**config.mk**
```make
export PLATFORM = sky130hd
export DESIGN_NAME = priority_bitmap_ready_scheduler
export DESIGN_NICKNAME = d
export VERILOG_FILES = /design/src/design/pbrs_pkg.sv /design/src/design/pbrs_qtab.sv /design/src/design/pbrs_ttab.sv /design/src/design/priority_bitmap_ready_scheduler.sv
export SDC_FILE = /design/constraint.sdc
export NUM_CORES = 1
export LEC_CHECK = 0
export ABC_AREA = 1
export BUFFER_PORTS_ARGS = -buffer_cell sky130_fd_sc_hd__buf_2
export CAP_MARGIN = 10
export CORE_MARGIN = 8
export CORE_UTILIZATION = 65
export CTS_CLUSTER_SIZE = 28
export DETAILED_ROUTE_END_ITERATION = 10
export GPL_TIMING_DRIVEN = 0
export MAX_ROUTING_LAYER = met4
export PLACE_DENSITY_LB_ADDON = 0.1
export SYNTH_ARGS = -nofsm -noshare
export SYNTH_HDL_FRONTEND = slang
export SYNTH_SLANG_ARGS = --single-unit
export TNS_END_PERCENT = 10
```
**constraint.sdc**
```tcl
create_clock -name clk -period 6.5 [get_ports clk]
set_clock_uncertainty 0.15 [all_clocks]
set_input_delay 0.325 -clock clk [delete_from_list [all_inputs] [get_ports clk]]
set_output_delay 0.325 -clock clk [all_outputs]
set_load 0.1 [all_outputs]
```
**src/design/pbrs_pkg.sv**
```systemverilog
// ----------------------------------------------------------------------------
// pbrs_pkg: shared definitions for the priority bitmap ready scheduler
// Field widths, reset constants, request codes, beat types, table entry types
// and the small helpers that several files use.
// ----------------------------------------------------------------------------
package pbrs_pkg;

	// Sizes of the thread and priority spaces.
	localparam int NUM_THREADS    = 32;
	localparam int NUM_PRIORITIES = 8;
	localparam int TID_W          = 5;
	localparam int PRIO_W         = 3;

	// The idle thread sits at the least urgent priority.
	localparam logic [PRIO_W-1:0] IDLE_PRIO = PRIO_W'(NUM_PRIORITIES - 1);

	// Threads with a fixed role after reset.
	localparam logic [TID_W-1:0] IDLE_THREAD = TID_W'(0);
	localparam logic [TID_W-1:0] BOOT_THREAD = TID_W'(1);

	// Request codes.
	typedef enum logic [1:0] {
		REQ_INSERT = 2'd0,
		REQ_REMOVE = 2'd1,
		REQ_SCHED  = 2'd2
	} req_kind_t;

	// Request beat.
	typedef struct packed {
		logic [1:0]        req_type;
		logic [TID_W-1:0]  thread_id;
		logic [PRIO_W-1:0] priority_req;
	} req_t;

	// Result beat.
	typedef struct packed {
		logic              status;
		logic              switched;
		logic [TID_W-1:0]  prev_thread;
		logic [TID_W-1:0]  running_thread;
		logic [PRIO_W-1:0] top_priority;
		logic              preempt_ready;
	} rsp_t;

	// Queue table entry: head and tail of one ready queue.
	typedef struct packed {
		logic [TID_W-1:0] head;
		logic [TID_W-1:0] tail;
	} qent_t;

	// Thread table entry: links and priority of one thread.
	typedef struct packed {
		logic [TID_W-1:0]  next;
		logic [TID_W-1:0]  prev;
		logic [PRIO_W-1:0] prio;
	} tent_t;

	// Per-field write enables of the thread table.
	typedef struct packed {
		logic next;
		logic prev;
		logic prio;
	} twe_t;

	// Saturate a priority to the last queue.
	function automatic logic [PRIO_W-1:0] clamp_prio(input logic [PRIO_W-1:0] p);
		logic [PRIO_W-1:0] r;
		r = p;
		if ({1'b0, p} >= (PRIO_W + 1)'(NUM_PRIORITIES)) begin
			r = IDLE_PRIO;
		end
		return r;
	endfunction

	// Index of the lowest set bit, zero for an empty map.
	function automatic logic [PRIO_W-1:0] lowest_set(input logic [NUM_PRIORITIES-1:0] m);
		logic [PRIO_W-1:0] r;
		r = '0;
		for (int i = NUM_PRIORITIES - 1; i >= 0; i--) begin
			if (m[i]) begin
				r = PRIO_W'(i);
			end
		end
		return r;
	endfunction

endpackage

```
**src/design/pbrs_qtab.sv**
```systemverilog
// ----------------------------------------------------------------------------
// pbrs_qtab: ready queue head/tail table
// One entry per priority, one write and one registered read per cycle. Entries
// read as zero until first written.
// ----------------------------------------------------------------------------
module pbrs_qtab (
	input  logic                          clk,
	input  logic                          arst_n,
	input  logic                          we,
	input  logic [pbrs_pkg::PRIO_W-1:0]   waddr,
	input  pbrs_pkg::qent_t               wdata,
	input  logic [pbrs_pkg::PRIO_W-1:0]   raddr,
	output pbrs_pkg::qent_t               rdata
);
	import pbrs_pkg::*;

	qent_t                     mem [NUM_PRIORITIES];
	logic [NUM_PRIORITIES-1:0] vld_q;
	qent_t                     rdata_q;

	// Written flags stand in for the zero reset of the table.
	always_ff @(posedge clk or negedge arst_n) begin
		if (!arst_n) begin
			vld_q <= '0;
		end else if (we) begin
			vld_q[waddr] <= 1'b1;
		end
	end

	// Storage and registered read.
	always_ff @(posedge clk) begin
		if (we) begin
			mem[waddr] <= wdata;
		end
		rdata_q <= vld_q[raddr] ? mem[raddr] : '0;
	end

	assign rdata = rdata_q;

endmodule

```
**src/design/pbrs_ttab.sv**
```systemverilog
// ----------------------------------------------------------------------------
// pbrs_ttab: per-thread link and priority table
// One write with per-field enables and one registered read per cycle. The
// priority field reads its reset value until written; the links have none.
// ----------------------------------------------------------------------------
module pbrs_ttab (
	input  logic                         clk,
	input  logic                         arst_n,
	input  pbrs_pkg::twe_t               we,
	input  logic [pbrs_pkg::TID_W-1:0]   waddr,
	input  pbrs_pkg::tent_t              wdata,
	input  logic [pbrs_pkg::TID_W-1:0]   raddr,
	output pbrs_pkg::tent_t              rdata
);
	import pbrs_pkg::*;

	tent_t                  mem [NUM_THREADS];
	logic [NUM_THREADS-1:0] pvld_q;
	tent_t                  rdata_q;

	// Priority written flags.
	always_ff @(posedge clk or negedge arst_n) begin
		if (!arst_n) begin
			pvld_q <= '0;
		end else if (we.prio) begin
			pvld_q[waddr] <= 1'b1;
		end
	end

	// Field writes and registered read; an unwritten priority reads its
	// reset value (least urgent for the idle thread, zero otherwise).
	always_ff @(posedge clk) begin
		if (we.next) begin
			mem[waddr].next <= wdata.next;
		end
		if (we.prev) begin
			mem[waddr].prev <= wdata.prev;
		end
		if (we.prio) begin
			mem[waddr].prio <= wdata.prio;
		end
		rdata_q.next <= mem[raddr].next;
		rdata_q.prev <= mem[raddr].prev;
		rdata_q.prio <= pvld_q[raddr] ? mem[raddr].prio :
			((raddr == IDLE_THREAD) ? IDLE_PRIO : '0);
	end

	assign rdata = rdata_q;

endmodule

```
**src/design/priority_bitmap_ready_scheduler.sv**
```systemverilog
// ----------------------------------------------------------------------------
// priority_bitmap_ready_scheduler: bitmap ready-queue scheduler
// A request is taken when start is high and busy is low. The result beat is
// shown on rsp for one cycle with done high and cannot be held off by the
// receiver; a new request may be accepted in that same cycle. The request walks
// the queue table and the thread table, each a memory with one write port and
// one registered read port: an insert into a non-empty queue also links the
// old tail, a remove from the middle of a queue also relinks the next thread,
// a schedule first reads the head of the most urgent queue and then removes it,
// and a rejected or no-op request goes straight to the result. boot_priority
// is written on the cfg channel, which is ready while busy and start are low.
// ----------------------------------------------------------------------------
module priority_bitmap_ready_scheduler (
	input  logic                          clk,
	input  logic                          arst_n,
	input  logic                          start,
	output logic                          busy,
	input  pbrs_pkg::req_t                req,
	input  logic                          cfg_valid,
	output logic                          cfg_ready,
	input  logic [pbrs_pkg::PRIO_W-1:0]   cfg_data,
	output logic                          done,
	output pbrs_pkg::rsp_t                rsp
);
	import pbrs_pkg::*;

	typedef enum logic [2:0] {
		ST_IDLE,
		ST_INS_LINK,
		ST_INS_NEXT,
		ST_SCH_Q,
		ST_UNL_T,
		ST_UNL_Q,
		ST_UNL_MID,
		ST_DONE
	} state_t;

	state_t                    state_q;
	logic [NUM_PRIORITIES-1:0] map_q;
	logic [NUM_THREADS-1:0]    queued_q;
	logic [TID_W-1:0]          cur_q;
	logic [PRIO_W-1:0]         cur_prio_q;
	logic [TID_W-1:0]          prev_q;
	logic [TID_W-1:0]          tid_q;
	logic [PRIO_W-1:0]         pri_q;
	logic [TID_W-1:0]          ut_q;
	logic                      sched_q;
	logic [TID_W-1:0]          nx_q;
	logic [TID_W-1:0]          pv_q;
	logic [PRIO_W-1:0]         up_q;
	logic [TID_W-1:0]          tl_q;
	logic                      status_q;
	logic                      switched_q;
	logic                      done_q;
	rsp_t                      rsp_q;

	logic              q_we;
	logic [PRIO_W-1:0] q_waddr;
	qent_t             q_wdata;
	logic [PRIO_W-1:0] q_raddr;
	qent_t             q_rdata;
	twe_t              t_we;
	logic [TID_W-1:0]  t_waddr;
	tent_t             t_wdata;
	logic [TID_W-1:0]  t_raddr;
	tent_t             t_rdata;

	logic              accept;
	logic              cfg_wr;
	logic [PRIO_W-1:0] in_pri;
	logic [PRIO_W-1:0] cfg_prio;
	logic [PRIO_W-1:0] top_prio;
	logic              at_head;
	logic              at_tail;
	state_t            acc_state;
	logic              acc_status;

	assign busy      = (state_q != ST_IDLE);
	assign cfg_ready = !busy && !start;
	assign accept    = start && !busy;
	assign cfg_wr    = cfg_valid && cfg_ready;
	assign in_pri    = clamp_prio(req.priority_req);
	assign cfg_prio  = clamp_prio(cfg_data);
	assign top_prio  = lowest_set(map_q);
	assign at_head   = (q_rdata.head == ut_q);
	assign at_tail   = (q_rdata.tail == ut_q);

	// Tables. The sequencer runs one request at a time, so a read whose data is
	// used never overlaps a write to the same entry.
	pbrs_qtab u_qtab (
		.clk    (clk),
		.arst_n (arst_n),
		.we     (q_we),
		.waddr  (q_waddr),
		.wdata  (q_wdata),
		.raddr  (q_raddr),
		.rdata  (q_rdata)
	);

	pbrs_ttab u_ttab (
		.clk    (clk),
		.arst_n (arst_n),
		.we     (t_we),
		.waddr  (t_waddr),
		.wdata  (t_wdata),
		.raddr  (t_raddr),
		.rdata  (t_rdata)
	);

	// First step and early status of an incoming request.
	always_comb begin
		acc_state  = ST_DONE;
		acc_status = 1'b0;
		unique case (req.req_type)
			REQ_INSERT: begin
				if (queued_q[req.thread_id]) begin
					acc_status = 1'b1;
				end else begin
					acc_state = ST_INS_LINK;
				end
			end
			REQ_REMOVE: begin
				// Removing the running thread is a silent no-op.
				if (req.thread_id != cur_q) begin
					if (!queued_q[req.thread_id]) begin
						acc_status = 1'b1;
					end else begin
						acc_state = ST_UNL_T;
					end
				end
			end
			REQ_SCHED: begin
				if (map_q != '0 && top_prio <= cur_prio_q) begin
					acc_state = ST_SCH_Q;
				end
			end
			default: begin
				acc_status = 1'b1;
			end
		endcase
	end

	// Table addresses and write data for each step.
	always_comb begin
		q_we    = 1'b0;
		q_waddr = pri_q;
		q_wdata = '{head: tid_q, tail: tid_q};
		q_raddr = in_pri;
		t_we    = '0;
		t_waddr = tid_q;
		t_wdata = '{next: tid_q, prev: q_rdata.tail, prio: pri_q};
		t_raddr = req.thread_id;
		unique case (state_q)
			ST_IDLE: begin
				if (req.req_type == REQ_SCHED) begin
					q_raddr = top_prio;
				end
				t_we.prio    = cfg_wr;
				t_waddr      = BOOT_THREAD;
				t_wdata.prio = cfg_prio;
			end
			ST_INS_LINK: begin
				q_we         = 1'b1;
				q_wdata.head = map_q[pri_q] ? q_rdata.head : tid_q;
				t_we.prio    = 1'b1;
				t_we.prev    = map_q[pri_q];
			end
			ST_INS_NEXT: begin
				t_waddr      = tl_q;
				t_we.next    = 1'b1;
				t_wdata.next = tid_q;
			end
			ST_SCH_Q: begin
				t_raddr = q_rdata.head;
			end
			ST_UNL_T: begin
				q_raddr = t_rdata.prio;
			end
			ST_UNL_Q: begin
				q_waddr = up_q;
				if (at_head && !at_tail) begin
					q_we    = 1'b1;
					q_wdata = '{head: nx_q, tail: q_rdata.tail};
				end else if (!at_head && at_tail) begin
					q_we    = 1'b1;
					q_wdata = '{head: q_rdata.head, tail: pv_q};
				end else if (!at_head && !at_tail) begin
					t_waddr      = pv_q;
					t_we.next    = 1'b1;
					t_wdata.next = nx_q;
				end
			end
			ST_UNL_MID: begin
				t_waddr      = nx_q;
				t_we.prev    = 1'b1;
				t_wdata.prev = pv_q;
			end
			default: begin
			end
		endcase
	end

	// Request sequencer, scheduler state and the registered result beat.
	always_ff @(posedge clk or negedge arst_n) begin
		if (!arst_n) begin
			state_q    <= ST_IDLE;
			map_q      <= NUM_PRIORITIES'(1) << IDLE_PRIO;
			queued_q   <= NUM_THREADS'(1) << IDLE_THREAD;
			cur_q      <= BOOT_THREAD;
			cur_prio_q <= '0;
			prev_q     <= '0;
			tid_q      <= '0;
			pri_q      <= '0;
			ut_q       <= '0;
			sched_q    <= 1'b0;
			nx_q       <= '0;
			pv_q       <= '0;
			up_q       <= '0;
			tl_q       <= '0;
			status_q   <= 1'b0;
			switched_q <= 1'b0;
			done_q     <= 1'b0;
			rsp_q      <= '0;
		end else begin
			done_q <= (state_q == ST_DONE);
			unique case (state_q)
				ST_IDLE: begin
					if (cfg_wr && cur_q == BOOT_THREAD) begin
						cur_prio_q <= cfg_prio;
					end
					if (accept) begin
						prev_q     <= cur_q;
						tid_q      <= req.thread_id;
						pri_q      <= in_pri;
						ut_q       <= req.thread_id;
						sched_q    <= 1'b0;
						status_q   <= acc_status;
						switched_q <= 1'b0;
						state_q    <= acc_state;
					end
				end
				ST_INS_LINK: begin
					tl_q            <= q_rdata.tail;
					map_q[pri_q]    <= 1'b1;
					queued_q[tid_q] <= 1'b1;
					if (tid_q == cur_q) begin
						cur_prio_q <= pri_q;
					end
					state_q <= map_q[pri_q] ? ST_INS_NEXT : ST_DONE;
				end
				ST_INS_NEXT: begin
					state_q <= ST_DONE;
				end
				ST_SCH_Q: begin
					ut_q    <= q_rdata.head;
					sched_q <= 1'b1;
					state_q <= ST_UNL_T;
				end
				ST_UNL_T: begin
					up_q    <= t_rdata.prio;
					nx_q    <= t_rdata.next;
					pv_q    <= t_rdata.prev;
					state_q <= ST_UNL_Q;
				end
				ST_UNL_Q: begin
					queued_q[ut_q] <= 1'b0;
					if (sched_q) begin
						cur_q      <= ut_q;
						cur_prio_q <= up_q;
						switched_q <= (ut_q != prev_q);
					end
					if (at_head && at_tail) begin
						map_q[up_q] <= 1'b0;
					end
					state_q <= (!at_head && !at_tail) ? ST_UNL_MID : ST_DONE;
				end
				ST_UNL_MID: begin
					state_q <= ST_DONE;
				end
				ST_DONE: begin
					rsp_q.status         <= status_q;
					rsp_q.switched       <= switched_q;
					rsp_q.prev_thread    <= prev_q;
					rsp_q.running_thread <= cur_q;
					rsp_q.top_priority   <= (map_q != '0) ? top_prio : '0;
					rsp_q.preempt_ready  <= (map_q != '0) && (top_prio <= cur_prio_q);
					state_q              <= ST_IDLE;
				end
				default: begin
					state_q <= ST_IDLE;
				end
			endcase
		end
	end

	assign done = done_q;
	assign rsp  = rsp_q;

	// A result beat always follows the closing step of a request.
	a_done_after_close: assert property (@(posedge clk) disable iff (!arst_n)
		done |-> !busy && $past(state_q == ST_DONE))
		else $error("result beat without a closing step");

	// A switch names a different thread and is never a rejected request.
	a_switch_valid: assert property (@(posedge clk) disable iff (!arst_n)
		done && rsp.switched |-> rsp.running_thread != rsp.prev_thread && !rsp.status)
		else $error("switch beat inconsistent");

	// The second link write of a middle unlink follows the first.
	a_mid_order: assert property (@(posedge clk) disable iff (!arst_n)
		state_q == ST_UNL_MID |-> $past(state_q == ST_UNL_Q))
		else $error("middle unlink out of order");

	// The running thread changes only through a schedule dequeue.
	a_cur_change: assert property (@(posedge clk) disable iff (!arst_n)
		!$stable(cur_q) |-> $past(state_q == ST_UNL_Q && sched_q))
		else $error("running thread changed outside a schedule");

endmodule
```
==> impl_metrics.tcl <==
set metrics [dict create \
    worst-path-buf-inv 4 \
    critPathMaxStageDelay_ns 0.65 \
    synth_seq_cells 666 \
    row_count 77 \
    synth.top_cell.area_share_pct 51.8 \
    fillers 3076 \
    grt_antenna_before_repair 2 \
    netlist-cell-type-count 47 \
    reg2reg_from "ut_q[2]$_DFFE_PN0P_" \
    h-tree-depth 3 \
    drt_wl_total_um 88300 \
    critical-path-top-delay-family "simple AND/OR/NAND/NOR gates" \
    whs_ns 0.0383 \
    synth_edf_count 496 \
    register_area_mm2 0.0190 \
    finalNonFillerCells 3535 \
    reg2reg_depth 15 \
    antenna_left 0 \
    wl_per_cell_um 25.0 \
    gp_congestion 0.990 \
    syn_to_final_growth_pct 12.9 \
    chipWidth_um 226 \
    status "finished, final reports clean" \
    drtIter0Drc 3355 \
    r2r_slack_ns 1.91 \
    clk_path_buf_depth 3 \
    ir_drop_mv 0.366 \
    syn-instance-count 2760 \
    holdPathEnd "state_q[1]$_DFFE_PN0P_" \
    setup_viol 0 \
    period_needed_ns 4.59 \
    vias 22600 \
    timing.fmax_mhz 218 \
    drv_cap 0 \
    clockRootBuffer "clkbuf_16" \
    syn_area_per_cell_um2 10.4 \
    finalCritPeriodShare_pct 70.6 \
    ios 36 \
    dieArea_mm2 0.0512 \
    multiInputGateArea_mm2 0.00825 \
    synth_largest_area_cell "edfxtp_1" \
    sequentialPowerShare_pct 37.9 \
    drive_gt1_share_pct 8.09 \
    hp-start "req[9]" \
    route.detailed.drc 0 \
    synth_area_mm2 0.0288 \
    rsz0062_at_grt "no" \
    power_leakage_uw 0.0124 \
    worstPathArrival_ns 4.69 \
    dr.pass1.iters 6 \
    start_util_pct 65.5 \
    cts_buffers 68 \
    slew_headroom_pct 21.7 \
    grt_pass1_vias 21800 \
    fin_setup_tns_ns 0 \
    dp_cells 3400 \
    path_depth 15 \
    clkTransAtPathRegs_ns 0.06 \
    holdPathStages 5 \
    dieHeight_um 226 \
    clkLatencyLatePin_ns 0.62 \
    ys_async_sr_fraction_pct 22.1 \
    ys.flop_type "edfxtp_1" \
    fin_util_pct 73.9 \
    crit_fanout 8 \
    post-cts-setup-buffers 0 \
    start_kind "register" \
    grt_max_degree 100 \
    cp_slowest_cell "nor2_1" \
    cts_tree "yes" \
    grt.overflow.total 0 \
    power_frac_clock_pct 25.4 \
    path_cells "clkbuf_1 > inv_1 > nor2_1 > nor3_1 > and3_1 > inv_1 > ha_1 > nor4_4 > a21oi_1 > and2_1 > inv_1 > nand2_1 > nor2_1 > nand2_1 > nor2_1" \
    yosysWarnings 0 \
    power_density_mw_per_mm2 498 \
    synth_area_leaders "edfxtp_1 (52%), dfrtp_1 (13%), o21ai_0 (7.2%), nand2_1 (5.3%), nor2_1 (5.0%)" \
    hp-class "in -> reg" \
    synth_nets 2789 \
    crit_type "reg -> reg" \
    core_mm2 0.0439 \
    switching_share_pct 40.4 \
    worst_slew_pin_slew_ns 1.16 \
    vias_per_cell 6.40 \
    power_frac_comb_pct 36.7 \
    dp_hpwl_um 61900 \
    grt_usage_pct 35.7 \
    cts.sinks 666 \
    critPathCaptureType "register" \
    hold_viol_final 0 \
    required_ns 6.60 \
    slew_viol_final 0 \
    ys_seq_area_share_pct 66.2 \
    intPower_uw 9630 \
    io_buffer_count 35 \
    nets 2918 \
    power.switching_uw 6540 \
    regToRegEndpoint "u_ttab.mem[31][4]$_DFFE_PP_" \
    grt_first_pass_wirelength_um 132000 \
]
-- cell usage after synthesis, types with 2 or more instances --
master and n:
edfxtp_1 496, o21ai_0 413, nand2_1 407, nor2_1 381, inv_1 226, nand3_1 174
dfrtp_1 144, clkbuf_1 96, a21oi_1 81, o22ai_1 64, o221ai_1 53, buf_2 42
dfxtp_1 23, or2_1 17, nor3_1 16, o211ai_1 15, ha_1 12, nand4_1 11
buf_4 9, clkinv_1 9, o21ai_1 8, a221oi_1 5, o2111ai_1 5, o31ai_1 5
xnor2_1 5, xor2_1 5, buf_1 4, dfstp_2 3, inv_2 3, nor2_2 3
nor2_4 3, and3_1 2, mux2i_1 2, nand2_2 2, o21a_1 2, o21ai_2 2
or2_2 2
-- cells in the final DEF, fill, tap and decap left out, types with 11 or more instances in the layout --
cell,netlist,layout
o22ai_1,64,64
nand3_1,174,174
nor2_1,381,381
dlygate4sd3_1,0,11
clkinv_1,9,15
o21ai_0,413,400
or2_1,17,17
clkbuf_1,96,109
a21oi_1,81,81
nand4_1,11,11
edfxtp_1,496,496
dfxtp_1,23,23
nand2_1,407,407
clkbuf_16,0,71
buf_2,42,76
dfrtp_1,144,144
ha_1,12,12
o211ai_1,15,15
inv_1,226,226
nor3_1,16,16
o21ai_2,2,12
o221ai_1,53,53
-- metrics by stage --
stage	power, uW	cell area, um2	setup WS, ns
floorplan	9580	28800	2.14
global placement	11600	29700	0.0529
detailed placement	11900	30000	2.15
CTS	16000	32500	2.13
global route	16800	32500	1.79
finish	16200	32500	1.91
-- final cells by class --
| type | instances | area share (%) |
|---|---|---|
| timing repair buffer | 59 | 1.67 |
| inverter | 238 | 2.75 |
| tap | 592 | 2.28 |
| multi-input combinational | 1705 | 25.4 |
| clock buffer | 93 | 5.96 |
| antenna | 1 | 0.00771 |
| clock inverter | 30 | 1.28 |
| buffer | 151 | 2.01 |
| sequential | 666 | 58.6 |
-- state kept, by name, indices dropped and copies added (netlist names), 8 cells and up --
signal,cells
u_ttab.rdata,13
rsp,16
u_ttab.mem,416
u_qtab.mem,80
u_qtab.vld_q,8
queued_q,32
u_qtab.rdata,10
map_q,8
u_ttab.pvld_q,32
-- metal layers --
metal  track usage [%]  routed length, um  up-vias
li1                  -                  -     9873
met2              55.1              40900     1615
met1              44.5              32100    10800
met3              7.95              10100      304
met4              18.1               5120        0
met5                 -                  0        -
-- what timing repair did --
item | 4_1_cts | 5_1_grt
hold buffers | 11 | 0
endpoints found under the hold margin | 56 | 0
gates resized for setup | 0 | 0
-- worst max-delay path by stage --
stage / from / end / slack (ns)
2_1_floorplan: state_q[0]$_DFFE_PN0P_ / u_ttab.mem[12][0]$_DFFE_PP_ / 2.14
3_3_place_gp: ut_q[2]$_DFFE_PN0P_ / u_ttab.mem[26][11]$_DFFE_PP_ / 0.05
3_5_place_dp: ut_q[2]$_DFFE_PN0P_ / u_ttab.mem[7][6]$_DFFE_PP_ / 2.15
4_1_cts: ut_q[2]$_DFFE_PN0P_ / u_ttab.mem[7][7]$_DFFE_PP_ / 2.13
5_1_grt: ut_q[2]$_DFFE_PN0P_ / u_ttab.mem[3][11]$_DFFE_PP_ / 1.79
6_report: ut_q[2]$_DFFE_PN0P_ / u_ttab.mem[31][4]$_DFFE_PP_ / 1.91
-- power groups by stage --
| stage | sequential (uW) | combinational (uW) | clock [uW] |
|---|---|---|---|
| after floorplan | 6420 | 3160 | 0 |
| after global placement | 6280 | 5340 | 0 |
| after detailed placement | 6200 | 5720 | 0 |
| after CTS | 6120 | 5750 | 4100 |
| after global routing | 6180 | 6310 | 4270 |
| final | 6130 | 5940 | 4100 |
-- worst register-to-register path, stage by stage, from the launching register on --
cell,delay [ns]
dfrtp_1,0.36
clkbuf_1,0.25
inv_1,0.37
nor2_1,0.07
nor3_1,0.16
and3_1,0.23
inv_1,0.08
ha_1,0.29
nor4_4,0.49
a21oi_1,0.12
and2_1,0.22
inv_1,0.08
nand2_1,0.07
nor2_1,0.35
nand2_1,0.28
nor2_1,0.65
-- cells by family (layout without fill, tap and decap cells) --
kind of cell | after synthesis | count (layout) | synth area share [%]
buffers and inverters | 389 | 571 | 5.38
muxes | 2 | 2 | 0.0696
DFF | 666 | 666 | 66.2
other | 0 | 1 | 0
xor gates and xnor gates | 10 | 10 | 0.304
and+or+nand+nor | 1021 | 1021 | 14.6
adders and majority gates | 12 | 12 | 0.522
AOI/OAI and AO/OA | 660 | 660 | 12.9
Power figures use the tool's default switching activity.
